===== src/design/ocp_pkg.sv =====
// ----------------------------------------------------------------------------
// ocp_pkg
// Shared types and constants for the over-current trip/hold/blank block.
// ----------------------------------------------------------------------------
`default_nettype none

package ocp_pkg;

  // Configuration register file
  localparam int unsigned CFG_W     = 16;
  localparam int unsigned CFG_IDX_W = 2;
  localparam int unsigned TRIP_W    = 32;
  localparam int unsigned PHASE_W   = 2;

  localparam logic [CFG_IDX_W-1:0] CFG_TRIP_RUN_LENGTH = 2'd0;
  localparam logic [CFG_IDX_W-1:0] CFG_HOLD_MS         = 2'd1;
  localparam logic [CFG_IDX_W-1:0] CFG_CYCLE_MS        = 2'd2;

  localparam logic [CFG_W-1:0] RST_TRIP_RUN_LENGTH = 16'd8;
  localparam logic [CFG_W-1:0] RST_HOLD_MS         = 16'd200;
  localparam logic [CFG_W-1:0] RST_CYCLE_MS        = 16'd1000;

  // Item kinds carried in the mode field
  localparam logic MODE_SAMPLE = 1'b0;
  localparam logic MODE_TICK   = 1'b1;

  // Configuration write as seen by the controller
  typedef struct packed {
    logic                 we;
    logic [CFG_IDX_W-1:0] index;
    logic [CFG_W-1:0]     data;
  } cfg_wr_t;

  // One item advancing through the controller
  typedef struct packed {
    logic valid;
    logic tick;
    logic pegged;
  } step_t;

  // Controller view after the item has been applied
  typedef struct packed {
    logic               hold;
    logic [PHASE_W-1:0] phase;
    logic [TRIP_W-1:0]  trips;
  } status_t;

endpackage

`default_nettype wire


===== src/design/ocp_if.sv =====
// ----------------------------------------------------------------------------
// ocp_if
// Valid/ready channels for sample/tick words in and drive words out.
// ----------------------------------------------------------------------------
`default_nettype none

interface ocp_in_if #(
  parameter int unsigned SAMPLE_BITS = 12
);
  logic                   valid;
  logic                   ready;
  logic                   mode;
  logic [SAMPLE_BITS-1:0] current_x;
  logic [SAMPLE_BITS-1:0] current_y;
  logic [SAMPLE_BITS-1:0] drive_x_cmd;
  logic [SAMPLE_BITS-1:0] drive_x_fb;
  logic [SAMPLE_BITS-1:0] drive_y_cmd;
  logic [SAMPLE_BITS-1:0] drive_y_fb;

  modport source (
    output valid, mode, current_x, current_y,
           drive_x_cmd, drive_x_fb, drive_y_cmd, drive_y_fb,
    input  ready
  );

  modport sink (
    input  valid, mode, current_x, current_y,
           drive_x_cmd, drive_x_fb, drive_y_cmd, drive_y_fb,
    output ready
  );
endinterface

interface ocp_out_if #(
  parameter int unsigned SAMPLE_BITS = 12
);
  logic                   valid;
  logic                   ready;
  logic [SAMPLE_BITS-1:0] out_x_cmd;
  logic [SAMPLE_BITS-1:0] out_x_fb;
  logic [SAMPLE_BITS-1:0] out_y_cmd;
  logic [SAMPLE_BITS-1:0] out_y_fb;
  logic [1:0]             protect_state;
  logic [31:0]            trip_total;

  modport source (
    output valid, out_x_cmd, out_x_fb, out_y_cmd, out_y_fb, protect_state, trip_total,
    input  ready
  );

  modport sink (
    input  valid, out_x_cmd, out_x_fb, out_y_cmd, out_y_fb, protect_state, trip_total,
    output ready
  );
endinterface

`default_nettype wire


===== src/design/ocp_ctrl.sv =====
// ----------------------------------------------------------------------------
// ocp_ctrl
// Protection sequencer: configuration registers, armed/hold/blank phase,
// pegged run count, elapsed milliseconds and trip counter.
// ----------------------------------------------------------------------------
`default_nettype none

module ocp_ctrl
  import ocp_pkg::*;
(
  input  wire logic    clk,
  input  wire logic    rst,
  input  wire cfg_wr_t cfg,
  input  wire step_t   step,
  output status_t      status
);

  typedef enum logic [PHASE_W-1:0] {
    PH_ARMED = 2'd0,
    PH_HOLD  = 2'd1,
    PH_BLANK = 2'd2
  } phase_t;

  logic [CFG_W-1:0]  trip_run_length;
  logic [CFG_W-1:0]  hold_ms;
  logic [CFG_W-1:0]  cycle_ms;

  phase_t            phase;
  phase_t            phase_next;
  logic [CFG_W-1:0]  pegged_run;
  logic [CFG_W-1:0]  pegged_run_next;
  logic [CFG_W-1:0]  ms_since_trip;
  logic [CFG_W-1:0]  ms_since_trip_next;
  logic [TRIP_W-1:0] trip_counter;
  logic [TRIP_W-1:0] trip_counter_next;

  // Write configuration registers; unknown indexes are dropped
  always_ff @(posedge clk) begin
    if (rst) begin
      trip_run_length <= RST_TRIP_RUN_LENGTH;
      hold_ms         <= RST_HOLD_MS;
      cycle_ms        <= RST_CYCLE_MS;
    end else if (cfg.we) begin
      case (cfg.index)
        CFG_TRIP_RUN_LENGTH: trip_run_length <= cfg.data;
        CFG_HOLD_MS:         hold_ms         <= cfg.data;
        CFG_CYCLE_MS:        cycle_ms        <= cfg.data;
        default: ;
      endcase
    end
  end

  // Work out the state after one item
  always_comb begin
    logic [CFG_W-1:0] cap;
    logic [CFG_W-1:0] run_inc;
    phase_next         = phase;
    pegged_run_next    = pegged_run;
    ms_since_trip_next = ms_since_trip;
    trip_counter_next  = trip_counter;
    cap                = (cycle_ms > hold_ms) ? cycle_ms : hold_ms;
    run_inc            = '0;
    if (step.tick) begin
      // Advance elapsed time, saturating at the larger window
      ms_since_trip_next = (ms_since_trip < cap) ? ms_since_trip + 16'd1 : cap;
    end else begin
      // One phase step per sample
      case (phase)
        PH_ARMED: ;
        PH_HOLD: begin
          if (ms_since_trip >= hold_ms) begin
            phase_next      = PH_BLANK;
            pegged_run_next = '0;
          end
        end
        default: begin
          phase_next = (ms_since_trip >= cycle_ms) ? PH_ARMED : PH_BLANK;
        end
      endcase
      // Detect a run of pegged readings while armed
      if (phase_next == PH_ARMED) begin
        if (step.pegged) begin
          run_inc = (pegged_run_next == '1) ? pegged_run_next : pegged_run_next + 16'd1;
          if (run_inc > trip_run_length) begin
            phase_next         = PH_HOLD;
            ms_since_trip_next = '0;
            trip_counter_next  = trip_counter + 32'd1;
            pegged_run_next    = '0;
          end else begin
            pegged_run_next = run_inc;
          end
        end else begin
          pegged_run_next = '0;
        end
      end
    end
  end

  // Hold sequencer state
  always_ff @(posedge clk) begin
    if (rst) begin
      phase         <= PH_ARMED;
      pegged_run    <= '0;
      ms_since_trip <= '0;
      trip_counter  <= '0;
    end else if (step.valid) begin
      phase         <= phase_next;
      pegged_run    <= pegged_run_next;
      ms_since_trip <= ms_since_trip_next;
      trip_counter  <= trip_counter_next;
    end
  end

  assign status.hold  = (phase_next == PH_HOLD);
  assign status.phase = phase_next;
  assign status.trips = trip_counter_next;

  // Entering hold always counts exactly one trip
  a_trip_count: assert property (@(posedge clk) disable iff (rst)
    (phase != PH_HOLD) ##1 (phase == PH_HOLD) |-> trip_counter == $past(trip_counter) + 32'd1)
    else $error("hold entered without a single trip count");

  // A tick never moves the phase or the run
  a_tick_phase: assert property (@(posedge clk) disable iff (rst)
    step.valid && step.tick |=> $stable(phase) && $stable(pegged_run))
    else $error("tick changed phase or pegged run");

  // Hold only ever gives way to blank
  a_hold_exit: assert property (@(posedge clk) disable iff (rst)
    (phase == PH_HOLD) ##1 (phase != PH_HOLD) |-> phase == PH_BLANK)
    else $error("hold left to a phase other than blank");

  // The run is clear whenever detection is off
  a_run_clear: assert property (@(posedge clk) disable iff (rst)
    (phase != PH_ARMED) |-> pegged_run == '0)
    else $error("pegged run nonzero outside armed");

endmodule

`default_nettype wire


===== src/design/overcurrent_trip_hold_blank.sv =====
// A sample word passes through the input register, then the result register;
// tick words produce no output.
// Throughput: one word per cycle unless a sample waits on a stalled output,
// set by the single-pass sequencer update between the two registers.
// Reset (rst, synchronous): pipeline empties, phase armed, counters cleared,
// registers back to trip run 8, hold 200 ms, cycle 1000 ms.
// ----------------------------------------------------------------------------
// overcurrent_trip_hold_blank
// Over-current trip with timed hold and blanking for two coil drive channels.
// ----------------------------------------------------------------------------
`default_nettype none

module overcurrent_trip_hold_blank
  import ocp_pkg::*;
#(
  parameter int unsigned SAMPLE_BITS = 12
) (
  input  wire logic                 clk,
  input  wire logic                 rst,
  input  wire logic                 cfg_we,
  input  wire logic [CFG_IDX_W-1:0] cfg_index,
  input  wire logic [CFG_W-1:0]     cfg_data,
  ocp_in_if.sink                    in_ch,
  ocp_out_if.source                 out_ch
);

  localparam logic [SAMPLE_BITS-1:0] MID_SCALE = {1'b1, {(SAMPLE_BITS-1){1'b0}}};

  // Input register
  logic                   s1_valid;
  logic                   s1_mode;
  logic [SAMPLE_BITS-1:0] s1_current_x;
  logic [SAMPLE_BITS-1:0] s1_current_y;
  logic [SAMPLE_BITS-1:0] s1_x_cmd;
  logic [SAMPLE_BITS-1:0] s1_x_fb;
  logic [SAMPLE_BITS-1:0] s1_y_cmd;
  logic [SAMPLE_BITS-1:0] s1_y_fb;

  // Result register
  logic                   out_valid;
  logic [SAMPLE_BITS-1:0] out_x_cmd;
  logic [SAMPLE_BITS-1:0] out_x_fb;
  logic [SAMPLE_BITS-1:0] out_y_cmd;
  logic [SAMPLE_BITS-1:0] out_y_fb;
  logic [PHASE_W-1:0]     protect_state;
  logic [TRIP_W-1:0]      trip_total;

  logic    out_free;
  logic    s1_adv;
  logic    s1_tick;
  logic    in_ready;
  cfg_wr_t cfg;
  step_t   step;
  status_t status;

  // Handshake: ticks drain freely, samples need a free result slot
  assign s1_tick  = (s1_mode == MODE_TICK);
  assign out_free = !out_valid || out_ch.ready;
  assign s1_adv   = s1_valid && (s1_tick || out_free);
  assign in_ready = !s1_valid || s1_adv;

  // Capture accepted words
  always_ff @(posedge clk) begin
    if (rst) begin
      s1_valid <= 1'b0;
    end else if (in_ready) begin
      s1_valid <= in_ch.valid;
    end
    if (in_ready && in_ch.valid) begin
      s1_mode      <= in_ch.mode;
      s1_current_x <= in_ch.current_x;
      s1_current_y <= in_ch.current_y;
      s1_x_cmd     <= in_ch.drive_x_cmd;
      s1_x_fb      <= in_ch.drive_x_fb;
      s1_y_cmd     <= in_ch.drive_y_cmd;
      s1_y_fb      <= in_ch.drive_y_fb;
    end
  end

  // Feed the sequencer
  assign cfg.we      = cfg_we;
  assign cfg.index   = cfg_index;
  assign cfg.data    = cfg_data;
  assign step.valid  = s1_adv;
  assign step.tick   = s1_tick;
  assign step.pegged = (s1_current_x == '0) || (s1_current_x == '1) ||
                       (s1_current_y == '0) || (s1_current_y == '1);

  ocp_ctrl u_ctrl (
    .clk    (clk),
    .rst    (rst),
    .cfg    (cfg),
    .step   (step),
    .status (status)
  );

  // Load the result word, forcing safe levels while held
  always_ff @(posedge clk) begin
    if (rst) begin
      out_valid <= 1'b0;
    end else if (out_free) begin
      out_valid <= s1_adv && !s1_tick;
    end
    if (out_free && s1_adv && !s1_tick) begin
      out_x_cmd     <= status.hold ? MID_SCALE : s1_x_cmd;
      out_x_fb      <= status.hold ? '0 : s1_x_fb;
      out_y_cmd     <= status.hold ? MID_SCALE : s1_y_cmd;
      out_y_fb      <= status.hold ? '0 : s1_y_fb;
      protect_state <= status.phase;
      trip_total    <= status.trips;
    end
  end

  assign in_ch.ready          = in_ready;
  assign out_ch.valid         = out_valid;
  assign out_ch.out_x_cmd     = out_x_cmd;
  assign out_ch.out_x_fb      = out_x_fb;
  assign out_ch.out_y_cmd     = out_y_cmd;
  assign out_ch.out_y_fb      = out_y_fb;
  assign out_ch.protect_state = protect_state;
  assign out_ch.trip_total    = trip_total;

endmodule

`default_nettype wire


===== src/flat_wrapper.sv =====
// flat-port wrapper written by rule: the top's interface ports become plain ports
module overcurrent_trip_hold_blank_flat import ocp_pkg::*;
#(
  parameter int unsigned SAMPLE_BITS = 12
)
  (clk, rst, cfg_we, cfg_index, cfg_data, in_ch_valid, in_ch_mode, in_ch_current_x, in_ch_current_y, in_ch_drive_x_cmd, in_ch_drive_x_fb, in_ch_drive_y_cmd, in_ch_drive_y_fb, in_ch_ready, out_ch_valid, out_ch_out_x_cmd, out_ch_out_x_fb, out_ch_out_y_cmd, out_ch_out_y_fb, out_ch_protect_state, out_ch_trip_total, out_ch_ready);
  ocp_in_if #(.SAMPLE_BITS(SAMPLE_BITS)) in_ch_i ();
  ocp_out_if #(.SAMPLE_BITS(SAMPLE_BITS)) out_ch_i ();
  input  wire logic clk;
  input  wire logic rst;
  input  wire logic cfg_we;
  input  wire logic [CFG_IDX_W-1:0] cfg_index;
  input  wire logic [CFG_W-1:0] cfg_data;
  input wire logic [$bits(in_ch_i.valid)-1:0] in_ch_valid;
  input wire logic [$bits(in_ch_i.mode)-1:0] in_ch_mode;
  input wire logic [$bits(in_ch_i.current_x)-1:0] in_ch_current_x;
  input wire logic [$bits(in_ch_i.current_y)-1:0] in_ch_current_y;
  input wire logic [$bits(in_ch_i.drive_x_cmd)-1:0] in_ch_drive_x_cmd;
  input wire logic [$bits(in_ch_i.drive_x_fb)-1:0] in_ch_drive_x_fb;
  input wire logic [$bits(in_ch_i.drive_y_cmd)-1:0] in_ch_drive_y_cmd;
  input wire logic [$bits(in_ch_i.drive_y_fb)-1:0] in_ch_drive_y_fb;
  output wire logic [$bits(in_ch_i.ready)-1:0] in_ch_ready;
  output wire logic [$bits(out_ch_i.valid)-1:0] out_ch_valid;
  output wire logic [$bits(out_ch_i.out_x_cmd)-1:0] out_ch_out_x_cmd;
  output wire logic [$bits(out_ch_i.out_x_fb)-1:0] out_ch_out_x_fb;
  output wire logic [$bits(out_ch_i.out_y_cmd)-1:0] out_ch_out_y_cmd;
  output wire logic [$bits(out_ch_i.out_y_fb)-1:0] out_ch_out_y_fb;
  output wire logic [$bits(out_ch_i.protect_state)-1:0] out_ch_protect_state;
  output wire logic [$bits(out_ch_i.trip_total)-1:0] out_ch_trip_total;
  input wire logic [$bits(out_ch_i.ready)-1:0] out_ch_ready;
  assign in_ch_i.valid = in_ch_valid;
  assign in_ch_i.mode = in_ch_mode;
  assign in_ch_i.current_x = in_ch_current_x;
  assign in_ch_i.current_y = in_ch_current_y;
  assign in_ch_i.drive_x_cmd = in_ch_drive_x_cmd;
  assign in_ch_i.drive_x_fb = in_ch_drive_x_fb;
  assign in_ch_i.drive_y_cmd = in_ch_drive_y_cmd;
  assign in_ch_i.drive_y_fb = in_ch_drive_y_fb;
  assign in_ch_ready = in_ch_i.ready;
  assign out_ch_valid = out_ch_i.valid;
  assign out_ch_out_x_cmd = out_ch_i.out_x_cmd;
  assign out_ch_out_x_fb = out_ch_i.out_x_fb;
  assign out_ch_out_y_cmd = out_ch_i.out_y_cmd;
  assign out_ch_out_y_fb = out_ch_i.out_y_fb;
  assign out_ch_protect_state = out_ch_i.protect_state;
  assign out_ch_trip_total = out_ch_i.trip_total;
  assign out_ch_i.ready = out_ch_ready;
  overcurrent_trip_hold_blank #(.SAMPLE_BITS(SAMPLE_BITS)) u_core (.clk(clk), .rst(rst), .cfg_we(cfg_we), .cfg_index(cfg_index), .cfg_data(cfg_data), .in_ch(in_ch_i), .out_ch(out_ch_i));
endmodule

===== config.mk =====
export PLATFORM = sky130hd
export DESIGN_NAME = overcurrent_trip_hold_blank_flat
export DESIGN_NICKNAME = d
export VERILOG_FILES = /design/src/design/ocp_pkg.sv /design/src/design/ocp_if.sv /design/src/design/ocp_ctrl.sv /design/src/design/overcurrent_trip_hold_blank.sv /design/src/flat_wrapper.sv
export SDC_FILE = /design/constraint.sdc
export NUM_CORES = 1
export LEC_CHECK = 0
export BUFFER_PORTS_ARGS = -buffer_cell sky130_fd_sc_hd__clkbuf_2
export CORE_ASPECT_RATIO = 0.6
export CORE_MARGIN = 5
export CORE_UTILIZATION = 52
export DETAILED_ROUTE_END_ITERATION = 8
export PLACE_DENSITY = 0.8
export SYNTH_ARGS = -nofsm -noshare
export SYNTH_HDL_FRONTEND = slang
export SYNTH_SLANG_ARGS = --single-unit

===== constraint.sdc =====
create_clock -name clk -period 5.8 [get_ports clk]
set_input_delay 1.16 -clock clk [delete_from_list [all_inputs] [get_ports clk]]
set_output_delay 1.16 -clock clk [all_outputs]
set_load 0.05 [all_outputs]

==> flow_summary_export.csv <==
group,metric,value,unit
drt,wl_per_cell,19.2,um
global_route,grt_pass1_vias,9864,
clock_tree,clockBufferDepth,3,
placed_design,dp_cells,1764,
placed_design,portBuffers,179,
pwr,power_leakage,6.24,nW
setup_path,path_max_fanout,7,
clock_tree,clkLatencyLatePin,0.56,ns
global_route,grtUsageMet3,4.46,%
worst_hold_path,min_path_cells,2,
global_route,grt_use_met1,34.4,%
synthesis,syn_area,13100,sq um
setup_path,reg2reg_depth,26,
setup_path,r2r-start,"u_core.u_ctrl.ms_since_trip[14]",
placed_design,place_ws,0.0266,ns
global_route,met2_usage,33.2,%
sta,finalHoldViolCount,0,
final_layout,final_cell_mix,"178 x clkbuf_2, 155 x edfxtp_1, 127 x nand2_1",
global_route,antenna_found_initial,0,
die,ios,180,
clock_tree,cts_tree,"yes",
sta,fin_skew,0.0231,ns
sta,setup_viol,0,
die,coreArea,25100,sq um
sta,period_needed,5.61,ns
sta,max-slew-margin-rel,26.2,%
synthesis,yosysTopAreaCell,"edfxtp_1",
drt,drc,0,
final_layout,drive_gt1_share,22.8,%
global_route,grt_max_degree,79,
status,outcome,"completed",
synthesis,synth_flop_cell,"edfxtp_1",
synthesis,synthCells,1264,
setup_path,crit_slowest_cell,"a2111oi_4",
setup_path,criticalPathCategory,"flip-flop to flip-flop",
final_layout,area_growth,20.9,%
clock_tree,cts.clk_slew.worst_paths,0.07,ns
drt,drtAntennaViolNets,0,
synthesis,synth-async-reset-ratio,0,%
setup_path,setup.worst_path.end_class,"flip-flop",
sta,tightest_slew,1.08,ns
setup_path,cp.required,6.09,ns
clock_tree,holdBufCountCts,0,
clock_tree,cts_buffers,26,
drt,initialDrtViolationCount,1143,
final_layout,final_common_cell,"clkbuf_2",
synthesis,yosys_register_bits,271,
setup_path,crit_buf_inv,6,
synthesis,yosysUniqueCellTypes,69,
setup_path,critPathArrivalTime,5.91,ns
setup_path,max_stage_delay,0.50,ns
placed_design,globalplace.congestion,0.931,
setup_path,endpoint,"u_core.out_ch.out_x_fb[1]",
worst_hold_path,hold_path_class,"flip-flop to flip-flop",
placed_design,place_area,14600,sq um
synthesis,syn_area_per_cell,10.4,sq um
run,cap_violations,0,
synthesis,synth_nets,1442,
final_layout,diodes,0,
placed_design,hpwl,24.2,mm
setup_path,critPathTopFamily,"simple AND/OR/NAND/NOR gates",
global_route,busiest_layer,"met1",
drt,vias,10600,
clock_tree,htreeDepth,1,
global_route,grt_overflow,0,
final_layout,finalNonFillerCells,1826,
drt,drtPass1Iterations,6,
setup_path,worst-path-stages,26,
pwr,power_density,268,nW/um^2
final_layout,final_cell_area,15800,sq um
global_route,grt_use_total,22.5,%
setup_path,worstSetupStartpoint,"u_core.u_ctrl.ms_since_trip[14]",
synthesis,yosysWarnings,0,
setup_path,reg2reg_slack,0.19,ns
die,dieHeight,133,um
drt,routed_wirelength,35.1,mm
synthesis,yosysTopAreaCellShare,35.6,%
pwr,max-vdd-ir-drop,0.000231,V
setup_path,r2r-end,"u_core.out_ch.out_x_fb[1]",
global_route,grt_pass1_wl,52.6,mm
clock_tree,clockRootBuffer,"clkbuf_16",
die,start_util,52.2,%
sta,layout_setup_ws,0.189,ns
synthesis,ys_seq_area_share,53.3,%
sta,slew_viol_final,0,
synthesis,synth_edf_count,155,
die,fp.dieArea,28500,sq um
drt,avgViaCountPerCell,5.82,
die,die_x,215,um
final_layout,nets,1655,
sta,timing.fmax,0.178,GHz
clock_tree,clock-sinks,271,
synthesis,synth.area.top_cells,"edfxtp_1 36%, dfxtp_1 18%, ha_1 7.8%, nand2_1 3.7%, a21oi_1 3.7%",
setup_path,crit_path_start_kind,"flip-flop",
sta,post-route-period-util,96.7,%
die,row_count,45,
-- what timing repair did --
item	in CTS	in global routing
resized for setup	1	49
setup endpoints to repair	6	134
buffers inserted	0	8
pin swaps	0	18
cloned	0	5
-- Yosys cell counts (3+ instances only) --
cell / n
nor2b_1: 59
nand2b_1: 6
dfxtp_1: 116
ha_1: 82
xor2_1: 10
buf_4: 5
a211oi_1: 6
and3_1: 22
a31oi_1: 6
xnor2_1: 51
nor4_2: 4
nor4_1: 10
clkbuf_1: 28
nor3b_1: 4
nor3_1: 22
nand3b_1: 14
a21oi_1: 96
inv_1: 65
nand4_1: 39
a22o_1: 10
buf_2: 11
and2_1: 6
buf_1: 6
a21o_1: 6
a211o_1: 12
or3_1: 21
nor2_1: 107
edfxtp_1: 155
nand2_1: 129
mux2_2: 4
a311oi_1: 3
nand3_1: 30
mux2i_1: 3
and4_1: 6
o21ai_0: 52
a22oi_1: 14
-- per-stage QoR --
stage / hold slack [ns] / power (mW) / util (%) / TNS (ns)
after floorplan: 0.436 / 2.39 / - / 0
after global placement: 0.443 / 2.51 / 58.2 / 0
after detailed placement: 0.447 / 2.52 / 58.2 / 0
after CTS: 0.456 / 4.23 / 61.6 / 0
after global routing: 0.480 / 4.38 / 63.1 / -1.72
final: 0.459 / 4.24 / 63.1 / 0
-- registers in the layout, summed over array words and instances, names as in the netlist, 16 cells and up --
signal	count
u_core.out_ch.trip_total	32
u_core.u_ctrl.pegged_run	16
u_core.u_ctrl.hold_ms	16
u_core.u_ctrl.ms_since_trip	16
u_core.u_ctrl.trip_run_length	16
u_core.u_ctrl.cycle_ms	16
u_core.u_ctrl.trip_counter	32
-- logic make-up after synthesis --
logic type / Yosys count / share of synthesized area (%)
AOI/OAI and AO/OA: 226 / 10.7
xor gates and xnor gates: 61 / 4.08
and+or+nand+nor: 499 / 19.6
adders and majority gates: 82 / 7.84
buffers and inverters: 116 / 3.63
muxes: 9 / 0.832
DFF: 271 / 53.3
-- cell type report --
class	count	area, sq um
multi-input cells	877	5860
well taps	329	412
clock inverters	15	175
fillers	1915	9240
repair buffers	236	1460
flip-flops and latches	271	6990
clock buffers	33	687
inverters	65	245
-- worst register-to-register path, delay by kind of cell (launching register included) --
| family | cells | cell delay [ns] |
|---|---|---|
| AOI/OAI and AO/OA | 5 | 1.40 |
| xor gates and xnor gates | 1 | 0.15 |
| adders and majority gates | 3 | 0.76 |
| buffers and inverters | 6 | 0.93 |
| DFF | 1 | 0.42 |
| muxes | 1 | 0.22 |
| and+or+nand+nor | 10 | 1.49 |
-- how the worst min path moves through the flow --
stage	start	to	slack, ns
after CTS	u_core.u_ctrl.trip_run_length[6]	u_core.u_ctrl.trip_run_length[6]	0.46
final	u_core.u_ctrl.hold_ms[10]	u_core.u_ctrl.hold_ms[10]	0.46
after detailed placement	u_core.u_ctrl.trip_run_length[6]	u_core.u_ctrl.trip_run_length[6]	0.45
after floorplan	u_core.u_ctrl.hold_ms[10]	u_core.u_ctrl.hold_ms[10]	0.44
after global placement	u_core.u_ctrl.hold_ms[9]	u_core.u_ctrl.hold_ms[9]	0.44
after global routing	u_core.u_ctrl.trip_run_length[10]	u_core.u_ctrl.trip_run_length[10]	0.48
-- power breakdown --
part	total (mW)	internal (mW)	switching [mW]
clock	1.73	0.980	0.748
combinational	0.387	0.135	0.251
sequential	2.12	2.09	0.0276
-- per-layer routing --
metal | routed length [um] | part of all wire [%]
met1 | 16100 | 46
met2 | 15500 | 44
met4 | 748 | 2.1
met3 | 2720 | 7.8
met5 | 0 | 0
No activity file was read; power rests on OpenSTA's default activity.
